[config.mk]
export PLATFORM = sky130hd
export DESIGN_NAME = waveform_generator_square_triangle_sine_top
export DESIGN_NICKNAME = d
export VERILOG_FILES = /design/src/design/wgen_pkg.sv /design/src/design/waveform_generator_square_triangle_sine_top.sv /design/src/design/wgen_apb_regs.sv /design/src/design/wgen_step.sv
export SDC_FILE = /design/constraint.sdc
export NUM_CORES = 1
export LEC_CHECK = 0
export BUFFER_PORTS_ARGS = -buffer_cell sky130_fd_sc_hd__buf_2
export CAP_MARGIN = 20
export CORE_MARGIN = 5
export CORE_UTILIZATION = 45
export DETAILED_ROUTE_END_ITERATION = 16
export HOLD_SLACK_MARGIN = 0.15
export PLACE_DENSITY = 0.68
export SLEW_MARGIN = 20
export SYNTH_ARGS = -nofsm -noshare
export SYNTH_HDL_FRONTEND = slang
export SYNTH_HIERARCHICAL = 1
export SYNTH_SLANG_ARGS = --single-unit
[constraint.sdc]
create_clock -name clk_i -period 28.6 [get_ports clk_i]
set_input_delay 5.72 -clock clk_i [delete_from_list [all_inputs] [get_ports clk_i]]
set_output_delay 5.72 -clock clk_i [all_outputs]
set_load 0.03 [all_outputs]
[src/design/wgen_pkg.sv]
`timescale 1ns / 1ps
// ----------------------------------------------------------------------------
// Waveform generator package
// Shared types, register map, sine table and scaling helpers.
// ----------------------------------------------------------------------------
package wgen_pkg;

  localparam int unsigned ACC_W        = 24;
  localparam int unsigned LEVEL_W      = 8;
  localparam int unsigned VOLTS_W      = 6;
  localparam int unsigned ELAPSED_W    = 16;
  localparam int unsigned SINE_STEPS   = 255;
  localparam int unsigned SINE_ROM_LEN = 200;

  localparam logic [ACC_W-1:0] ACC_MAX        = {ACC_W{1'b1}};
  localparam logic [ACC_W-1:0] SQUARE_PER_RST = 24'd500;
  localparam logic [ACC_W-1:0] TRI_PER_RST    = 24'd200;
  localparam logic [ACC_W-1:0] SINE_PER_RST   = 24'd200;

  typedef enum logic [1:0] {
    MODE_SQUARE   = 2'd0,
    MODE_TRIANGLE = 2'd1,
    MODE_SINE     = 2'd2,
    MODE_OFF      = 2'd3
  } mode_e;

  typedef enum logic [1:0] {
    REG_MODE       = 2'd0,
    REG_SQUARE_PER = 2'd1,
    REG_TRI_PER    = 2'd2,
    REG_SINE_PER   = 2'd3
  } reg_idx_e;

  typedef struct packed {
    mode_e            mode;
    logic [ACC_W-1:0] square_period;
    logic [ACC_W-1:0] triangle_period;
    logic [ACC_W-1:0] sine_period;
  } cfg_t;

  typedef struct packed {
    logic [LEVEL_W-1:0] level;
    logic               ramp_up;
    logic [7:0]         phase;
    logic [ACC_W-1:0]   accum;
  } gen_state_t;

  typedef struct packed {
    logic               fire;
    gen_state_t         next;
    logic [VOLTS_W-1:0] volts;
  } step_res_t;

  localparam logic [7:0] SINE_ROM [SINE_ROM_LEN] = '{
    8'd127, 8'd130, 8'd134, 8'd138, 8'd142, 8'd146, 8'd150, 8'd154, 8'd158, 8'd162,
    8'd166, 8'd170, 8'd173, 8'd177, 8'd181, 8'd184, 8'd188, 8'd191, 8'd195, 8'd198,
    8'd201, 8'd204, 8'd207, 8'd210, 8'd213, 8'd216, 8'd219, 8'd222, 8'd224, 8'd227,
    8'd229, 8'd232, 8'd234, 8'd236, 8'd238, 8'd240, 8'd241, 8'd243, 8'd245, 8'd246,
    8'd247, 8'd248, 8'd249, 8'd250, 8'd251, 8'd252, 8'd252, 8'd253, 8'd253, 8'd253,
    8'd253, 8'd253, 8'd253, 8'd253, 8'd252, 8'd252, 8'd251, 8'd250, 8'd250, 8'd248,
    8'd247, 8'd246, 8'd245, 8'd243, 8'd241, 8'd240, 8'd238, 8'd236, 8'd234, 8'd232,
    8'd229, 8'd227, 8'd224, 8'd222, 8'd219, 8'd216, 8'd213, 8'd210, 8'd207, 8'd204,
    8'd201, 8'd198, 8'd195, 8'd191, 8'd188, 8'd184, 8'd181, 8'd177, 8'd173, 8'd170,
    8'd166, 8'd162, 8'd158, 8'd154, 8'd150, 8'd146, 8'd142, 8'd138, 8'd134, 8'd131,
    8'd127, 8'd123, 8'd119, 8'd115, 8'd111, 8'd107, 8'd103, 8'd99,  8'd95,  8'd91,
    8'd87,  8'd83,  8'd80,  8'd76,  8'd72,  8'd69,  8'd65,  8'd62,  8'd58,  8'd55,
    8'd52,  8'd49,  8'd46,  8'd43,  8'd40,  8'd37,  8'd34,  8'd31,  8'd29,  8'd26,
    8'd24,  8'd21,  8'd19,  8'd17,  8'd15,  8'd13,  8'd12,  8'd10,  8'd8,   8'd7,
    8'd6,   8'd5,   8'd4,   8'd3,   8'd2,   8'd1,   8'd1,   8'd0,   8'd0,   8'd0,
    8'd0,   8'd0,   8'd0,   8'd0,   8'd0,   8'd1,   8'd2,   8'd3,   8'd3,   8'd5,
    8'd6,   8'd7,   8'd8,   8'd10,  8'd12,  8'd13,  8'd15,  8'd17,  8'd19,  8'd21,
    8'd24,  8'd26,  8'd29,  8'd31,  8'd34,  8'd37,  8'd40,  8'd42,  8'd46,  8'd49,
    8'd52,  8'd55,  8'd58,  8'd62,  8'd65,  8'd69,  8'd72,  8'd76,  8'd80,  8'd83,
    8'd87,  8'd91,  8'd95,  8'd99,  8'd103, 8'd107, 8'd111, 8'd115, 8'd119, 8'd122
  };

  // Phase p maps to table row floor(p*200/255), clamped to the last row.
  // x/255 for x below 2^16 is (x + (x >> 8) + 1) >> 8.
  function automatic logic [7:0] sine_lookup(logic [7:0] p);
    logic [15:0] x;
    logic [16:0] s;
    logic [7:0]  q;
    x = 16'(p) * 16'd200;
    s = 17'(x) + 17'(x[15:8]) + 17'd1;
    q = s[15:8];
    if (q >= 8'(SINE_ROM_LEN)) begin
      q = 8'(SINE_ROM_LEN - 1);
    end
    return SINE_ROM[q];
  endfunction

  // level*33/255, truncated.
  function automatic logic [VOLTS_W-1:0] volts_of(logic [LEVEL_W-1:0] lvl);
    logic [13:0] x;
    logic [14:0] s;
    x = 14'(lvl) * 14'd33;
    s = 15'(x) + 15'(x[13:8]) + 15'd1;
    return s[13:8];
  endfunction

endpackage

[src/design/waveform_generator_square_triangle_sine_top.sv]
`timescale 1ns / 1ps
// ----------------------------------------------------------------------------
// Square / triangle / sine waveform generator
// Tick accumulator stepping an 8-bit level, with scaled voltage output.
// ----------------------------------------------------------------------------
// Throughput: one item per cycle while the result register is free or draining.
// An input register and then a result register separate the two stream sides,
// so one item is held while a result waits.
// Reset: asynchronous, active low; the state registers take their defaults,
// level 0, ramping upward, phase and accumulator cleared.
module waveform_generator_square_triangle_sine_top
  import wgen_pkg::*;
(
  input  logic        clk_i,
  input  logic        rst_ni,
  input  logic        s_axis_tvalid,
  output logic        s_axis_tready,
  input  logic [15:0] s_axis_tdata,   // [15:0] elapsed
  output logic        m_axis_tvalid,
  input  logic        m_axis_tready,
  output logic [15:0] m_axis_tdata,   // [7:0] level, [13:8] volts_tenths, [15:14] zero
  input  logic        psel,
  input  logic        penable,
  input  logic        pwrite,
  input  logic [3:0]  paddr,
  input  logic [31:0] pwdata,
  output logic [31:0] prdata,
  output logic        pready
);

  cfg_t                 cfg;
  logic                 mode_wr;
  gen_state_t           st_q, st_d;
  step_res_t            res;
  logic                 in_valid_q;
  logic [ELAPSED_W-1:0] in_elapsed_q;
  logic                 out_valid_q;
  logic [LEVEL_W-1:0]   out_level_q;
  logic [VOLTS_W-1:0]   out_volts_q;
  logic                 proc;
  logic                 in_acc;

  wgen_apb_regs u_regs (
    .clk_i     (clk_i),
    .rst_ni    (rst_ni),
    .psel      (psel),
    .penable   (penable),
    .pwrite    (pwrite),
    .paddr     (paddr),
    .pwdata    (pwdata),
    .prdata    (prdata),
    .pready    (pready),
    .cfg_o     (cfg),
    .mode_wr_o (mode_wr)
  );

  wgen_step u_step (
    .cfg_i     (cfg),
    .state_i   (st_q),
    .elapsed_i (in_elapsed_q),
    .res_o     (res)
  );

  // process the held item when the result register is free or draining
  assign proc          = in_valid_q & (~out_valid_q | m_axis_tready);
  assign s_axis_tready = ~in_valid_q | proc;
  assign in_acc        = s_axis_tvalid & s_axis_tready;

  always_comb begin
    st_d = st_q;
    if (proc) begin
      st_d = res.next;
    end
    // a mode write clears the level only
    if (mode_wr) begin
      st_d.level = '0;
    end
  end

  always_ff @(posedge clk_i or negedge rst_ni) begin
    if (!rst_ni) begin
      st_q.level   <= '0;
      st_q.ramp_up <= 1'b1;
      st_q.phase   <= '0;
      st_q.accum   <= '0;
      in_valid_q   <= 1'b0;
      out_valid_q  <= 1'b0;
    end else begin
      st_q <= st_d;
      if (in_acc) begin
        in_valid_q <= 1'b1;
      end else if (proc) begin
        in_valid_q <= 1'b0;
      end
      if (proc && res.fire) begin
        out_valid_q <= 1'b1;
      end else if (m_axis_tready) begin
        out_valid_q <= 1'b0;
      end
    end
  end

  always_ff @(posedge clk_i) begin
    if (in_acc) begin
      in_elapsed_q <= s_axis_tdata;
    end
    if (proc && res.fire) begin
      out_level_q <= res.next.level;
      out_volts_q <= res.volts;
    end
  end

  assign m_axis_tvalid = out_valid_q;
  assign m_axis_tdata  = {2'b00, out_volts_q, out_level_q};

endmodule

[src/design/wgen_apb_regs.sv]
`timescale 1ns / 1ps
// ----------------------------------------------------------------------------
// Waveform generator register file
// APB-style write/read access to mode and the three step periods.
// ----------------------------------------------------------------------------
module wgen_apb_regs
  import wgen_pkg::*;
(
  input  logic        clk_i,
  input  logic        rst_ni,
  input  logic        psel,
  input  logic        penable,
  input  logic        pwrite,
  input  logic [3:0]  paddr,
  input  logic [31:0] pwdata,
  output logic [31:0] prdata,
  output logic        pready,
  output cfg_t        cfg_o,
  output logic        mode_wr_o
);

  cfg_t     cfg_q, cfg_d;
  logic     wr_en;
  reg_idx_e idx;

  assign pready = 1'b1;
  assign wr_en  = psel & penable & pwrite;
  assign idx    = reg_idx_e'(paddr[3:2]);

  always_comb begin
    cfg_d     = cfg_q;
    mode_wr_o = 1'b0;
    if (wr_en) begin
      unique case (idx)
        REG_MODE: begin
          cfg_d.mode = mode_e'(pwdata[1:0]);
          mode_wr_o  = 1'b1;
        end
        REG_SQUARE_PER: cfg_d.square_period   = pwdata[ACC_W-1:0];
        REG_TRI_PER:    cfg_d.triangle_period = pwdata[ACC_W-1:0];
        REG_SINE_PER:   cfg_d.sine_period     = pwdata[ACC_W-1:0];
        default: ;
      endcase
    end
  end

  always_comb begin
    unique case (idx)
      REG_MODE:       prdata = 32'(cfg_q.mode);
      REG_SQUARE_PER: prdata = 32'(cfg_q.square_period);
      REG_TRI_PER:    prdata = 32'(cfg_q.triangle_period);
      REG_SINE_PER:   prdata = 32'(cfg_q.sine_period);
      default:        prdata = '0;
    endcase
  end

  always_ff @(posedge clk_i or negedge rst_ni) begin
    if (!rst_ni) begin
      cfg_q.mode            <= MODE_SQUARE;
      cfg_q.square_period   <= SQUARE_PER_RST;
      cfg_q.triangle_period <= TRI_PER_RST;
      cfg_q.sine_period     <= SINE_PER_RST;
    end else begin
      cfg_q <= cfg_d;
    end
  end

  assign cfg_o = cfg_q;

endmodule

[src/design/wgen_step.sv]
`timescale 1ns / 1ps
// ----------------------------------------------------------------------------
// Waveform generator step logic
// Accumulates elapsed ticks and computes the next level for one item.
// ----------------------------------------------------------------------------
module wgen_step
  import wgen_pkg::*;
(
  input  cfg_t                 cfg_i,
  input  gen_state_t           state_i,
  input  logic [ELAPSED_W-1:0] elapsed_i,
  output step_res_t            res_o
);

  logic [ACC_W:0]     sum;
  logic [ACC_W-1:0]   acc_sat;
  logic [ACC_W-1:0]   period;
  logic [LEVEL_W-1:0] tri_lvl;
  logic [7:0]         phase_inc;

  assign sum     = {1'b0, state_i.accum} + (ACC_W+1)'(elapsed_i);
  assign acc_sat = sum[ACC_W] ? ACC_MAX : sum[ACC_W-1:0];

  always_comb begin
    case (cfg_i.mode)
      MODE_SQUARE:   period = cfg_i.square_period;
      MODE_TRIANGLE: period = cfg_i.triangle_period;
      default:       period = cfg_i.sine_period;
    endcase
  end

  assign tri_lvl   = state_i.ramp_up ? state_i.level + 8'd1 : state_i.level - 8'd1;
  assign phase_inc = state_i.phase + 8'd1;

  always_comb begin
    res_o.fire  = 1'b0;
    res_o.next  = state_i;
    if (cfg_i.mode != MODE_OFF) begin
      if (acc_sat >= period) begin
        res_o.fire       = 1'b1;
        res_o.next.accum = '0;
        case (cfg_i.mode)
          MODE_SQUARE: res_o.next.level = ~state_i.level;
          MODE_TRIANGLE: begin
            res_o.next.level = tri_lvl;
            if (tri_lvl == 8'hFF) begin
              res_o.next.ramp_up = 1'b0;
            end else if (tri_lvl == 8'h00) begin
              res_o.next.ramp_up = 1'b1;
            end
          end
          default: begin
            res_o.next.level = sine_lookup(state_i.phase);
            // wrap the phase once it reaches the step count
            res_o.next.phase = (phase_inc >= 8'(SINE_STEPS)) ? 8'd0 : phase_inc;
          end
        endcase
      end else begin
        res_o.next.accum = acc_sat;
      end
    end
    res_o.volts = volts_of(res_o.next.level);
  end

endmodule
==> out/results.ini <==
[die]
io_pins = 110
fp.dieW_um = 179
start_util = 0.459
row_count = 61
die_h_um = 179
core_area_mm2 = 0.0280
dieArea_mm2 = 0.0320

[finish]
final_net_count = 1563
antenna_cells = 0
layout-drive-gt1-share = 0.235
fin_util = 0.503
fin_area_mm2 = 0.0141
area_delta_synth_final_pct = 9.77

[synth]
syn_area_mm2 = 0.0128
yosys.cell_types.count = 102
async_reset_ff_frac = 0.796
ys_ff_latch = 147
synth_warnings = 6
seq_area_frac_synth = 0.299
avgSynthCellArea_um2 = 9.58
postSynthCellCount = 1341
synth_ff_type = dfrtp_1
synth_edf_count = 30

[worst_setup_path]
critPathMaxFanout = 27
end_kind = primary output
critPathArrivalTime_ns = 7.26
cp-start-kind = input port
critPathRequiredTime_ns = 22.88
critical_path_class = input port to primary output
r2r.worst_path.cells = 44

[clock_tree]
clk_pin_slew_ns = 0.07
cts_resized = 0
clk_latency_ns = 0.43
numCtsBuffers = 17
cts_tree = done
postCtsHoldBufs = 0
cts_setup_buffers = 0
htreeDepth = 4
root_buffer = clkbuf_16
clk_path_buf_depth = 2
cts.sinks = 147

[pwr]
ir_drop_mv = 0.0467
powerDensity_mw_per_mm2 = 94.4
finalPower_mw = 1.33
p_leak_nw = 6.47

[detailed_routing]
wl_per_cell_um = 19.2
dr_wl_met3_um = 1800
wirelength_um = 34200
met2_length_um = 16300
via_count = 10778
ant_nets = 0
vias_per_cell = 6.06
routed.top_layer = met5
wl_met1_um = 15100
drt_iter0_markers = 906
drtPass1Iterations = 5
drcViolationCount = 0

[global_routing]
grt_pass1_wl_um = 54400
overflow = 0
grt_pass1_vias = 10511
antenna_found_initial = 1
grt_usage = 0.210
grt_max_degree = 68

[sta]
setup_tns_ns = 0
report.final.slew_viol_count = 0
setup_viol = 0
min_period_over_period = 0.454
fin_crit_ns = 12.98
fmax_mhz = 77.1
skew_ns = 0.0126
worst_pin_slew_ns = 0.936
rsz0062_at_grt = false
finalHoldViolations = 0
slew-limit-headroom = 0.374

[placement]
place_area_mm2 = 0.0135
gp_congestion = 0.970
io_buffers = 88
dp_hpwl_um = 24200

[worst_hold_path]
min_path_cells = 1
hp-class = flop to flop

[flow_run]
maxCapViolations = 0

[run_status]
status = complete, no violations

## area by class of cell
class                           instances  area [um^2]
Fill cell                            2630        13900
Multi-Input combinational cell       1061         8360
Sequential cell                       147         3850
Timing Repair Buffer                  108          593
Tap cell                              378          473
Clock buffer                           18          450
Inverter                               54          204
Clock inverter                         14          178
## cells in the final DEF (no fill, tap or decap), drive strengths merged, types with 11 or more instances in the layout
| master | Yosys | layout |
|---|---|---|
| nand2 | 89 | 89 |
| xor2 | 11 | 11 |
| edfxtp | 30 | 30 |
| clkbuf | 45 | 18 |
| inv | 52 | 61 |
| o211ai | 20 | 20 |
| a22o | 36 | 36 |
| and2 | 12 | 12 |
| ha | 109 | 109 |
| a211oi | 14 | 14 |
| and3 | 16 | 16 |
| dfrtp | 104 | 104 |
| conb | 3 | 11 |
| a21o | 15 | 15 |
| a311oi | 12 | 12 |
| mux2 | 132 | 132 |
| nand3 | 28 | 28 |
| a31oi | 29 | 29 |
| nor3 | 26 | 26 |
| buf | 42 | 108 |
| o21ai | 72 | 72 |
| mux2i | 29 | 29 |
| nor2 | 98 | 98 |
| a21oi | 103 | 103 |
| xnor2 | 29 | 29 |
| dfstp | 13 | 13 |
| nand2b | 15 | 15 |
## Yosys cell counts, types with 13 or more instances
cell	instances	area, um^2
a21o_1	15	113
a21oi_1	101	505
a22o_1	36	315
a31oi_1	29	181
and3_1	16	100
buf_4	15	113
clkbuf_1	45	169
dfrtp_1	104	2600
dfstp_2	13	342
edfxtp_1	30	901
ha_1	109	1360
inv_1	49	184
mux2_2	75	845
mux2_4	53	796
mux2i_1	29	290
nand2_1	87	327
nand2b_1	14	87.6
nand3_1	26	130
nor2_1	97	364
nor3_1	24	120
o211ai_1	18	135
o21ai_0	65	325
xnor2_1	25	219
## registers in the layout, indices dropped and copies added (netlist names)
signal         count
st_q              41
u_regs/cfg_o      74
in_elapsed_q      16
in_valid_q         1
out_volts_q        6
out_level_q        8
m_axis_tvalid      1
## path summary, 6_finish.rpt
| check | start | to | slack [ns] |
|---|---|---|---|
| max in group asynchronous | rst_ni | u_regs/cfg_o[73] | 21.96 |
| worst min-delay path | u_regs/cfg_o[13] | u_regs/cfg_o[13] | 0.53 |
| worst min register to register | u_regs/cfg_o[13] | u_regs/cfg_o[13] | 0.53 |
| min in group asynchronous | rst_ni | u_regs/cfg_o[34] | 5.40 |
| worst max register to register | st_q[26] | out_volts_q[4] | 15.86 |
| worst max-delay path | paddr[2] | prdata[19] | 15.62 |
## routing by layer
layer	vias up	GRT usage
li1	5104	-
met1	5189	0.279
met2	399	0.351
met3	84	0.0354
met4	2	0.0649
met5	-	0
## power breakdown
| group | switching [mW] | internal (mW) | total, mW |
|---|---|---|---|
| Sequential | 0.0468 | 0.277 | 0.324 |
| Combinational | 0.441 | 0.326 | 0.767 |
| Clock | 0.102 | 0.138 | 0.240 |
| Total | 0.590 | 0.741 | 1.33 |
## kinds of logic after synthesis
family	after synthesis	share of synthesized area
buf+inv	141	0.0532
xor+xnor	40	0.0302
fa+ha+maj	115	0.116
simple gates	336	0.129
other cells	3	0.000876
mux	163	0.157
flops	147	0.299
compound gates	396	0.214
## critical path, cell delays in order
cell and delay, ns:
buf_2 0.56, inv_2 0.08, nor2_1 0.11, buf_4 0.32, a22o_1 0.24, buf_2 0.21
## per-stage QoR
| step | hold slack [ns] | instances | worst slack, ns |
|---|---|---|---|
| floorplan | 0.481 | 1349 | 16.05 |
| global placement | 0.499 | 1748 | 15.63 |
| detailed placement | 0.508 | 1748 | 15.64 |
| CTS | 0.522 | 1780 | 15.62 |
| global route | 0.546 | 1780 | 15.14 |
| finish | 0.527 | 1780 | 15.62 |
Power figures use the tool's default switching activity.
